## src/design/bir_pkg.sv

```systemverilog
`default_nettype none
package bir_pkg;
  localparam int unsigned MaxSrcWidth  = 256;
  localparam int unsigned MaxSrcHeight = 256;
  localparam int unsigned MaxChannels  = 4;
  localparam int unsigned FracBits     = 16;
  localparam int unsigned XW   = $clog2(MaxSrcWidth);
  localparam int unsigned YW   = $clog2(MaxSrcHeight);
  localparam int unsigned AW   = XW + YW;
  localparam int unsigned DW   = 8 * MaxChannels;
  localparam int unsigned NCH_W = 3;
  localparam int unsigned CFG_IDX_W = 3;
  localparam int unsigned CFG_DW = 24;
  // accumulator width for fixed-point cubic evaluation
  localparam int unsigned PW = 48;

  // result scaling: 36 * 2^16 = 9 * 2^18, the nine by reciprocal multiplication
  localparam int unsigned ValShift    = 18;
  localparam int unsigned ValSat      = 256 * 9;
  localparam int unsigned Recip9      = 3641;
  localparam int unsigned Recip9Shift = 15;

  localparam logic [CFG_IDX_W-1:0] REG_SRC_WIDTH  = 3'd0;
  localparam logic [CFG_IDX_W-1:0] REG_SRC_HEIGHT = 3'd1;
  localparam logic [CFG_IDX_W-1:0] REG_CHANNELS   = 3'd2;
  localparam logic [CFG_IDX_W-1:0] REG_STEP_X     = 3'd3;
  localparam logic [CFG_IDX_W-1:0] REG_STEP_Y     = 3'd4;

  localparam logic ACT_WRITE = 1'b0;
  localparam logic ACT_PIXEL = 1'b1;

  typedef struct packed {
    logic          action;
    logic [7:0]    src_x;
    logic [7:0]    src_y;
    logic [1:0]    channel;
    logic [7:0]    sample;
    logic [11:0]   dst_x;
    logic [11:0]   dst_y;
  } in_item_t;

  typedef struct packed {
    logic [1:0] out_channel;
    logic [7:0] value;
    logic       last;
  } out_item_t;

  // classified command passed from front to back
  typedef struct packed {
    logic          is_write;
    logic [AW-1:0] waddr;
    logic [1:0]    wch;
    logic [7:0]    wdata;
    logic [XW-1:0] bx;
    logic [YW-1:0] by;
    logic [FracBits-1:0] fx;
    logic [FracBits-1:0] fy;
  } cmd_t;

  typedef enum logic [2:0] {
    ST_IDLE, ST_MUL, ST_FETCH, ST_HORNER, ST_VERT, ST_EMIT
  } back_state_t;
endpackage
`default_nettype wire

```

## src/design/bir_fifo.sv

```systemverilog
`default_nettype none
module bir_fifo
  import bir_pkg::*;
(
  input  wire logic clk,
  input  wire logic rst_n,
  input  wire logic push,
  input  cmd_t      wdata,
  output logic      full,
  input  wire logic pop,
  output cmd_t      rdata,
  output logic      empty
);
  // two-entry queue
  cmd_t       mem_r [2];
  logic       wp_r, rp_r;
  logic [1:0] cnt_r;
  assign full  = cnt_r == 2'd2;
  assign empty = cnt_r == 2'd0;
  assign rdata = mem_r[rp_r];
  always_ff @(posedge clk) begin
    if (!rst_n) begin
      wp_r <= 1'b0; rp_r <= 1'b0; cnt_r <= 2'd0;
    end else begin
      if (push) wp_r <= ~wp_r;
      if (pop)  rp_r <= ~rp_r;
      cnt_r <= cnt_r + {1'b0, push} - {1'b0, pop};
    end
    if (push) mem_r[wp_r] <= wdata;
  end
endmodule
`default_nettype wire

```

## config.mk

```make
export PLATFORM = sky130hd
export DESIGN_NAME = bir_fifo
export DESIGN_NICKNAME = d
export VERILOG_FILES = /design/src/design/bir_pkg.sv /design/src/design/bir_fifo.sv
export SDC_FILE = /design/constraint.sdc
export NUM_CORES = 1
export LEC_CHECK = 0
export ABC_AREA = 1
export ABC_CLOCK_PERIOD_IN_PS = 13410
export BUFFER_PORTS_ARGS = -buffer_cell sky130_fd_sc_hd__buf_2
export CAP_MARGIN = 20
export CELL_PAD_IN_SITES_DETAIL_PLACEMENT = 0
export CELL_PAD_IN_SITES_GLOBAL_PLACEMENT = 1
export CORE_MARGIN = 4
export CORE_UTILIZATION = 49
export CTS_BUF_LIST = sky130_fd_sc_hd__clkbuf_4 sky130_fd_sc_hd__clkbuf_8
export DETAILED_ROUTE_END_ITERATION = 8
export PLACE_DENSITY = 0.89
export SYNTH_ARGS = -nofsm -noshare
export SYNTH_HDL_FRONTEND = slang
export SYNTH_SLANG_ARGS = --single-unit
```

## constraint.sdc

```tcl
create_clock -name clk -period 13.41 [get_ports clk]
set_clock_uncertainty 0.2 [all_clocks]
set_input_delay 1.341 -clock clk [delete_from_list [all_inputs] [get_ports clk]]
set_output_delay 1.341 -clock clk [all_outputs]
set_load 0.05 [all_outputs]
```

==> impl_metrics.env <==
export IMPL_grt_overflow=0
export IMPL_hold_violations=0
export IMPL_finalSetupTns_ns=0
export IMPL_vias=2881
export IMPL_vias_per_cell=4.87
export IMPL_drive_above_1_share_pct=59.2
export IMPL_cts_tree="done"
export IMPL_synth_net_count=347
export IMPL_tightest_slew_ns=0.749
export IMPL_port_buffers=155
export IMPL_grt_pass1_wl_mm=14.5
export IMPL_synth_seq_area_share_pct=78.9
export IMPL_rows=39
export IMPL_synth_top_cells_by_area="edfxtp_1 77%, mux2_4 13%, mux2_2 4.8%"
export IMPL_clkTransAtPathRegs_ns=0.08
export IMPL_holdBufCountCts=0
export IMPL_synth_cell_types=12
export IMPL_yosys_warnings=0
export IMPL_most_common_layout_cells="155 x buf_2, 150 x edfxtp_1, 50 x mux2_4"
export IMPL_initial_core_util_pct=50.5
export IMPL_period_minus_slack_ns=4.01
export IMPL_cts_buffers=17
export IMPL_io_pins=156
export IMPL_drv_cap=0
export IMPL_drv_slew=0
export IMPL_hold_depth=2
export IMPL_cp_max_fo=44
export IMPL_layout_commonest_cell="buf_2"
export IMPL_arrival_ns=2.47
export IMPL_clk_insertion_delay_late_ns=0.43
export IMPL_diodes=0
export IMPL_avgRoutedWirePerCell_um=16.6
export IMPL_timing_fmax_ghz=0.250
export IMPL_route_detailed_drc=0
export IMPL_syn_area_per_cell_um2=22.0
export IMPL_slew_limit_headroom_pct=50.0
export IMPL_reg2reg_to="mem_r[0][68]"
export IMPL_status="complete, no violations"
export IMPL_min_period_over_period_pct=29.9
export IMPL_synthCells=266
export IMPL_drt_first_pass_iters=4
export IMPL_irDropWorstVdd_mv=0.0822
export IMPL_die_area_mm2=0.0137
export IMPL_crit_type="reg -> out"
export IMPL_syn_to_final_growth_pct=22.8
export IMPL_synth_area_mm2=0.00584
export IMPL_clk_path_buf_depth=2
export IMPL_post_dp_hpwl_mm=6.84
export IMPL_powerDensity_mw_per_mm2=153
export IMPL_h_tree_depth=4
export IMPL_rsz0062_at_grt="false"
export IMPL_crit_reg2reg_launch="wp_r"
export IMPL_clock_sinks=155
export IMPL_grt_pass1_vias=3015
export IMPL_die_y_um=117
export IMPL_drtIter0Drc=119
export IMPL_synth_top_cell_area_share_pct=77.1
export IMPL_gp_congestion=0.683
export IMPL_fin_util_pct=62.0
export IMPL_cts_root_buffer="clkbuf_8"
export IMPL_fin_nets=516
export IMPL_nFillCells=850
export IMPL_ant_nets=0
export IMPL_grt_usage_pct=14.5
export IMPL_r2r_cells=2
export IMPL_worst_r2r_setup_slack_ns=11.21
export IMPL_leakage_nw=2.84
export IMPL_antenna_found_initial=0
export IMPL_yosys_area_top_type="edfxtp_1"
export IMPL_ys_seq_elements=155
export IMPL_end_kind="output pin"
export IMPL_worstSetupEndpoint="rdata[1]"
export IMPL_grt_max_degree=55
export IMPL_die_w_um=117
export IMPL_cp_start_kind="flop"
export IMPL_setup_viol=0
export IMPL_cts_resized_gates=0
export IMPL_wirelength_mm=9.83
export IMPL_core_area_mm2=0.0116
export IMPL_critPathRequiredTime_ns=11.87
export IMPL_hold_path_class="reg -> reg"
export IMPL_post_cts_buffers=0
[cell families (layout without fill, tap and decap cells)]
kind of cell	Yosys count	in the layout	share of synthesized area (%)
flip-flops	155	155	78.9
AO/OA/AOI/OAI	1	1	0.0856
adder cells (fa/ha/maj)	2	2	0.428
buffers and inverters	15	197	1.78
multiplexers	75	75	17.7
AND/OR/NAND/NOR	18	18	1.18
[cell type report]
cell class	instances	area [um^2]	share of cell area, %
multi-input cells	96	1140	15.9
repair buffers	158	798	11.1
clock buffers	18	241	3.37
clock inverters	14	178	2.48
well taps	143	179	2.50
flip-flops and latches	155	4610	64.3
inverters	7	27.5	0.384
[routing by layer]
layer,GRT usage [%],part of all wire [%]
met1,16.2,40
met2,24.9,52
met4,6.42,1.4
met3,5.19,6.8
met5,0,0
[critical path: stages (launching register included)]
cell and delay, ns:
dfxtp_4 0.67, buf_4 0.69, mux2_2 0.42, buf_2 0.21
[Yosys cell counts]
cell type	count
a21oi_1	1
nand2_1	8
dfxtp_1	5
nor2_1	9
mux2_4	50
mux2_2	25
ha_1	2
edfxtp_1	150
inv_1	7
buf_6	6
buf_2	2
nand3_1	1
[registers in the layout, summed over array words and instances (netlist names), named ones only]
signal  flops
mem_r     150
cnt_r       2
rp_r        1
wp_r        1
[where the power goes]
group / total, mW / switching, mW / internal, mW / leakage, nW
Sequential: 0.570 / 0.00986 / 0.560 / 1.45
Clock: 0.359 / 0.158 / 0.202 / 0.204
Combinational: 0.170 / 0.117 / 0.0532 / 1.19
Total: 1.10 / 0.284 / 0.815 / 2.84
[per-stage QoR]
step | hold slack, ns | instance area, um^2 | worst slack [ns] | cells | power, mW
global placement | 0.276 | 6750 | 9.88 | 559 | 0.748
CTS | 0.312 | 7170 | 9.29 | 591 | 1.11
detailed placement | 0.293 | 6750 | 9.80 | 559 | 0.753
finish | 0.309 | 7170 | 9.40 | 591 | 1.10
global route | 0.339 | 7170 | 9.25 | 591 | 1.14
floorplan | 0.263 | 5840 | 8.18 | 266 | 0.712
[worst min-delay path by stage]
stage	start	end	slack, ns
6_report	rp_r	flop	0.31
5_1_grt	rp_r	flop	0.34
4_1_cts	rp_r	flop	0.31
3_5_place_dp	rp_r	flop	0.29
3_3_place_gp	rp_r	flop	0.28
2_1_floorplan	rp_r	flop	0.26
(Power assumes the default switching activity.)
