**src/design/bir_pkg.sv**
```systemverilog
`default_nettype none
package bir_pkg;
  localparam int unsigned MaxSrcWidth  = 256;
  localparam int unsigned MaxSrcHeight = 256;
  localparam int unsigned MaxChannels  = 4;
  localparam int unsigned FracBits     = 16;
  localparam int unsigned XW   = $clog2(MaxSrcWidth);
  localparam int unsigned YW   = $clog2(MaxSrcHeight);
  localparam int unsigned AW   = XW + YW;
  localparam int unsigned DW   = 8 * MaxChannels;
  localparam int unsigned NCH_W = 3;
  localparam int unsigned CFG_IDX_W = 3;
  localparam int unsigned CFG_DW = 24;
  // accumulator width for fixed-point cubic evaluation
  localparam int unsigned PW = 48;

  // result scaling: 36 * 2^16 = 9 * 2^18, the nine by reciprocal multiplication
  localparam int unsigned ValShift    = 18;
  localparam int unsigned ValSat      = 256 * 9;
  localparam int unsigned Recip9      = 3641;
  localparam int unsigned Recip9Shift = 15;

  localparam logic [CFG_IDX_W-1:0] REG_SRC_WIDTH  = 3'd0;
  localparam logic [CFG_IDX_W-1:0] REG_SRC_HEIGHT = 3'd1;
  localparam logic [CFG_IDX_W-1:0] REG_CHANNELS   = 3'd2;
  localparam logic [CFG_IDX_W-1:0] REG_STEP_X     = 3'd3;
  localparam logic [CFG_IDX_W-1:0] REG_STEP_Y     = 3'd4;

  localparam logic ACT_WRITE = 1'b0;
  localparam logic ACT_PIXEL = 1'b1;

  typedef struct packed {
    logic          action;
    logic [7:0]    src_x;
    logic [7:0]    src_y;
    logic [1:0]    channel;
    logic [7:0]    sample;
    logic [11:0]   dst_x;
    logic [11:0]   dst_y;
  } in_item_t;

  typedef struct packed {
    logic [1:0] out_channel;
    logic [7:0] value;
    logic       last;
  } out_item_t;

  // classified command passed from front to back
  typedef struct packed {
    logic          is_write;
    logic [AW-1:0] waddr;
    logic [1:0]    wch;
    logic [7:0]    wdata;
    logic [XW-1:0] bx;
    logic [YW-1:0] by;
    logic [FracBits-1:0] fx;
    logic [FracBits-1:0] fy;
  } cmd_t;

  typedef enum logic [2:0] {
    ST_IDLE, ST_MUL, ST_FETCH, ST_HORNER, ST_VERT, ST_EMIT
  } back_state_t;
endpackage
`default_nettype wire

```
**src/design/bir_stream_if.sv**
```systemverilog
`default_nettype none
interface bir_stream_if #(parameter type T = logic);
  logic valid;
  logic ready;
  T     data;
  modport source (output valid, output data, input ready);
  modport sink   (input valid, input data, output ready);
endinterface
`default_nettype wire

```
**src/design/bir_front.sv**
```systemverilog
`default_nettype none
module bir_front
  import bir_pkg::*;
(
  input  wire logic        clk,
  input  wire logic        rst_n,
  input  wire logic [23:0] step_x,
  input  wire logic [23:0] step_y,
  input  wire logic [XW:0] w_eff,
  input  wire logic [YW:0] h_eff,
  bir_stream_if.sink       in_s,
  output logic             q_push,
  output cmd_t             q_data,
  input  wire logic        q_full
);
  // two-stage: register beat, then multiply and classify
  logic     s1_vld_r;
  in_item_t s1_r;
  logic [35:0] px, py;
  logic [35-FracBits:0] ix, iy;

  assign in_s.ready = !s1_vld_r || !q_full;
  assign q_push     = s1_vld_r && !q_full;

  always_ff @(posedge clk) begin
    if (!rst_n) begin
      s1_vld_r <= 1'b0;
    end else if (in_s.ready) begin
      s1_vld_r <= in_s.valid;
    end
    if (in_s.ready && in_s.valid) begin
      s1_r <= in_s.data;
    end
  end

  assign px = {12'd0, step_x} * {24'd0, s1_r.dst_x};
  assign py = {12'd0, step_y} * {24'd0, s1_r.dst_y};
  assign ix = px[35:FracBits];
  assign iy = py[35:FracBits];

  // classify and clamp base position
  always_comb begin
    q_data          = '0;
    q_data.is_write = (s1_r.action == ACT_WRITE);
    q_data.waddr    = {s1_r.src_y[YW-1:0], s1_r.src_x[XW-1:0]};
    q_data.wch      = s1_r.channel;
    q_data.wdata    = s1_r.sample;
    q_data.bx = (ix >= {{(36-FracBits-XW-1){1'b0}}, w_eff}) ?
                XW'(w_eff - 1'b1) : ix[XW-1:0];
    q_data.by = (iy >= {{(36-FracBits-YW-1){1'b0}}, h_eff}) ?
                YW'(h_eff - 1'b1) : iy[YW-1:0];
    q_data.fx = px[FracBits-1:0];
    q_data.fy = py[FracBits-1:0];
  end
endmodule
`default_nettype wire

```
**src/flat_wrapper.sv**
```systemverilog
// flat-port wrapper written by rule: the top's interface ports become plain ports
module bir_front_flat import bir_pkg::*;
  (clk, rst_n, step_x, step_y, w_eff, h_eff, q_push, q_data, q_full, in_s_valid, in_s_data, in_s_ready);
  bir_stream_if in_s_i ();
  input  wire logic clk;
  input  wire logic rst_n;
  input  wire logic [23:0] step_x;
  input  wire logic [23:0] step_y;
  input  wire logic [XW:0] w_eff;
  input  wire logic [YW:0] h_eff;
  output logic q_push;
  output cmd_t q_data;
  input  wire logic q_full;
  input wire logic [$bits(in_s_i.valid)-1:0] in_s_valid;
  input wire logic [$bits(in_s_i.data)-1:0] in_s_data;
  output wire logic [$bits(in_s_i.ready)-1:0] in_s_ready;
  assign in_s_i.valid = in_s_valid;
  assign in_s_i.data = in_s_data;
  assign in_s_ready = in_s_i.ready;
  bir_front u_core (.clk(clk), .rst_n(rst_n), .step_x(step_x), .step_y(step_y), .w_eff(w_eff), .h_eff(h_eff), .in_s(in_s_i), .q_push(q_push), .q_data(q_data), .q_full(q_full));
endmodule
```
**config.mk**
```make
export PLATFORM = sky130hd
export DESIGN_NAME = bir_front_flat
export DESIGN_NICKNAME = d
export VERILOG_FILES = /design/src/design/bir_pkg.sv /design/src/design/bir_stream_if.sv /design/src/design/bir_front.sv /design/src/flat_wrapper.sv
export SDC_FILE = /design/constraint.sdc
export NUM_CORES = 1
export LEC_CHECK = 0
export CAP_MARGIN = 20
export CELL_PAD_IN_SITES_DETAIL_PLACEMENT = 0
export CELL_PAD_IN_SITES_GLOBAL_PLACEMENT = 1
export CORE_MARGIN = 8
export CORE_UTILIZATION = 37
export DETAILED_ROUTE_END_ITERATION = 10
export DONT_BUFFER_PORTS = 1
export GPL_ROUTABILITY_DRIVEN = 0
export PLACE_DENSITY_LB_ADDON = 0.1
export SYNTH_ARGS = -nofsm -noshare
export SYNTH_HDL_FRONTEND = slang
export SYNTH_SLANG_ARGS = --single-unit
```
**constraint.sdc**
```tcl
create_clock -name clk -period 3 [get_ports clk]
set_input_delay 0.45 -clock clk [delete_from_list [all_inputs] [get_ports clk]]
set_output_delay 0.45 -clock clk [all_outputs]
set_load 0.03 [all_outputs]
```
==> impl_table.tex <==
\begin{tabular}{lr}
\hline
Metric & Value \\
\hline
\multicolumn{2}{l}{\textbf{Synthesis}} \\
Flops \& latches, synth & 2 \\
Post-synthesis instance area & 0.00105 mm2 \\
Post-Syn Area per Cell & 7.30 um2 \\
Number of distinct library cells after synthesis & 27 \\
Sequential cell area fraction in the yosys report & 4.76\% \\
Area share of the largest cell type after synthesis & 30.7\% \\
Cells after synthesis & 144 \\
Cell type with the largest total area after synthesis & buf\_4 \\
Synth area leaders & buf\_4, and2\_1, ha\_1, mux2\_2, inv\_1 \\
Synth Warn \# & 0 \\
\multicolumn{2}{l}{\textbf{Power}} \\
Share of total power in the clock network & 21.8\% \\
Switching Power & 0.180 mW \\
PnR Total Power & 0.304 mW \\
Switching Share & 59.2\% \\
Combinational share of power & 67.5\% \\
Max IR drop VDD & 0.000299 V \\
Static leakage & 0.549 nW \\
Internal power contribution & 0.124 mW \\
Sequential Power Share & 10.7\% \\
Power density over the cells & 298 mW/mm2 \\
\multicolumn{2}{l}{\textbf{STA}} \\
Setup violations, final & 0 \\
Unrepaired setup endpoints after global routing & false \\
Final hold violation count & 0 \\
Transition time of the tightest slew-check pin & 0.585 ns \\
Share of the cycle needed by the critical path after routing & 94.1\% \\
Number of pins exceeding their max-slew limit in the final report & 0 \\
Relative slew slack & 60.9\% \\
Clock skew & 0.0110 ns \\
Slack of the critical path & 0.178 ns \\
Fmax & 354 MHz \\
Min cycle time layout & 2.82 ns \\
Setup\_tns & 0 ns \\
\multicolumn{2}{l}{\textbf{GRT}} \\
Global-route track usage on met3 & 5.29\% \\
First-pass GRT wire length & 4.40 mm \\
Most crowded layer after global routing & met2 \\
Met1 GRT Util & 10.7\% \\
Via count of the first global-routing pass & 909 \\
Met2 Use GR & 19.2\% \\
Number of antenna violations at the first check in global routing & 0 \\
GRT Residual Overflow & 0 \\
Overall track demand over capacity in global routing & 10.5\% \\
Largest net degree at the start of global routing & 14 \\
\multicolumn{2}{l}{\textbf{Outcome}} \\
Status & complete, no violations \\
\multicolumn{2}{l}{\textbf{Floorplanning}} \\
Initial core utilization & 38.4\% \\
Die Ht & 69.3 um \\
Core area & 0.00273 mm2 \\
Row count & 19 \\
Top-level I/O count & 148 \\
Full die area & 0.00480 mm2 \\
Horiz. Die Dim & 69.3 um \\
\multicolumn{2}{l}{\textbf{Finish}} \\
Flip-flop and latch area & 50.0 um2 \\
Filler cell count & 294 \\
Post-layout util & 37.3\% \\
Footprint of the multi-input gates & 779 um2 \\
Design Area, Final & 0.00102 mm2 \\
Area growth from synthesis to layout & -2.98\% \\
Inserted Diodes & 0 \\
Final net count & 237 \\
Fraction of layout instances using a drive strength above 1 & 14.8\% \\
\multicolumn{2}{l}{\textbf{Placed design}} \\
Final HPWL from detailed placement & 2.51 mm \\
Post-placement setup slack & 0.205 ns \\
Number of buffers inserted by port buffering & 0 \\
DP Area & 966 um2 \\
\multicolumn{2}{l}{\textbf{Critical path}} \\
Required time of the critical path & 2.55 ns \\
Reg-to-reg slack, setup & 1.99 ns \\
WS Path Type & reg -> out \\
Critical Path End Type & primary output \\
Critical path fanouts, max & 8 \\
End of the worst register-to-register path & u\_core.s1\_r[0] \\
Reg2Reg Launch Point & u\_core.s1\_vld\_r \\
Critical path launch point & u\_core.s1\_r[0] \\
Logic depth of the worst register-to-register path & 2 \\
Data arrival time of the critical path & 2.37 ns \\
Kind of launch point of the worst setup path & flip-flop \\
\multicolumn{2}{l}{\textbf{Min path}} \\
Class of the worst hold path & in -> reg \\
Worst hold endpoint & u\_core.s1\_r[0] \\
Hold wc startpoint & in\_s\_data \\
Number of instances on the worst hold path & 0 \\
\multicolumn{2}{l}{\textbf{Drt}} \\
Wire length per cell & 15.2 um \\
Number of iterations in the first detailed-routing pass & 3 \\
Via-per-instance ratio & 4.43 \\
Vias & 824 \\
Count of nets left with antenna violations after detail routing & 0 \\
Detailed Route Iter0 Violations & 6 \\
Wire length reported by the detailed router & 2.83 mm \\
Drt drc & 0 \\
\multicolumn{2}{l}{\textbf{Clock network}} \\
Root buffer cell & clkbuf\_4 \\
Number of buffers on the longest clock path & 2 \\
Number of sinks driven by the clock tree & 2 \\
Clock slew at reported path FFs & 0.04 ns \\
Clock Latency Late Sink & 0.23 ns \\
Number of buffers added by the clock tree synthesis step & 3 \\
H-tree depth & 1 \\
Clock tree from TritonCTS & built \\
Number of cells upsized or downsized after cts & 0 \\
\multicolumn{2}{l}{\textbf{Job}} \\
Count of maximum capacitance violations & 0 \\
\hline
\end{tabular}
==> power groups by stage <==
stage | registers [mW] | clock network, mW | logic, mW
after detailed placement | 0.0354 | 0 | 0.197
after CTS | 0.0338 | 0.0709 | 0.200
after global routing | 0.0329 | 0.0743 | 0.220
after global placement | 0.0348 | 0 | 0.196
after floorplan | 0.0322 | 0 | 0.226
final | 0.0325 | 0.0663 | 0.205
==> worst max-delay path by stage <==
| stage | end | slack [ns] | cells past startpoint |
|---|---|---|---|
| after detailed placement | q_data[36] | 0.20 | 6 |
| after global placement | q_data[36] | 0.25 | 6 |
| after global routing | q_data[36] | 0.02 | 7 |
| final | q_data[34] | 0.18 | 7 |
| after CTS | q_data[36] | 0.04 | 6 |
| after floorplan | q_data[32] | 0.33 | 7 |
==> kinds of logic (layout without fill, tap and decap cells) <==
kind of cell,count (synthesis),after routing,share of synthesized area [%]
buffers and inverters,57,27,35.7
AND/OR/NAND/NOR,50,50,26.2
adder cells (fa/ha/maj),10,10,11.9
AO/OA/AOI/OAI,9,9,7.38
multiplexers,8,8,8.33
XOR/XNOR,6,6,5.00
other,2,43,0.715
flip-flops,2,2,4.76
==> state kept, by name, summed over array words and instances (netlist names) <==
name	count
u_core.s1_r	1
u_core.s1_vld_r	1
==> layout make-up <==
| class | instances | area share (%) |
|---|---|---|
| repair buffers | 11 | 7.85 |
| flip-flops and latches | 2 | 4.91 |
| multi-input cells | 126 | 76.4 |
| well taps | 31 | 3.80 |
| inverters | 12 | 4.42 |
| clock buffers | 4 | 2.58 |
==> critical path, stage by stage (launching register included) <==
cell and delay (ns):
edfxtp_1 0.46, buf_4 0.19, and2_1 0.15, ha_1 0.29
a21oi_1 0.13, o21ai_1 0.12, a21oi_4 0.32, mux2_2 0.47
==> stage by stage <==
stage	std cells	hold slack, ns
3_5_place_dp	178	0.516
4_1_cts	183	0.303
3_3_place_gp	178	0.511
2_1_floorplan	185	0.487
6_report	186	0.315
5_1_grt	186	0.300
==> what timing repair did <==
action | CTS | global route
buffers inserted | 1 | 3
setup endpoints to repair | 8 | 8
hold buffers | 0 | 0
==> synthesized netlist by cell type <==
cell type,n
a211oi_1,1
a211oi_2,1
a21oi_1,4
a21oi_4,1
and2_1,23
buf_4,43
clkbuf_1,2
conb_1,2
dfxtp_1,1
edfxtp_1,1
ha_1,10
inv_1,12
mux2_2,6
mux2i_1,2
nand2_1,7
nand3_1,1
nand4_1,1
nand4b_1,1
nor2_1,6
nor2b_1,3
nor3_1,6
nor3b_1,1
nor4_1,1
o21ai_1,1
o32ai_2,1
xnor2_1,5
xor2_1,1
==> layer usage <==
layer  share of wire (%)  vias to the layer above
met5                   0                        -
met4                   0                        0
met3                  11                        0
met2                  53                       56
met1                  36                      366
li1                    -                      402
==> cell usage in the layout (no fill, tap or decap), types with 5 or more instances in the layout <==
| cell | netlist | routed |
|---|---|---|
| ha_1 | 10 | 10 |
| conb_1 | 2 | 43 |
| buf_4 | 43 | 10 |
| nor3_1 | 6 | 6 |
| mux2_2 | 6 | 6 |
| nor2_1 | 6 | 6 |
| inv_1 | 12 | 12 |
| xnor2_1 | 5 | 5 |
| and2_1 | 23 | 23 |
| nand2_1 | 7 | 7 |
Note: power is estimated with default switching activity, not from simulation.
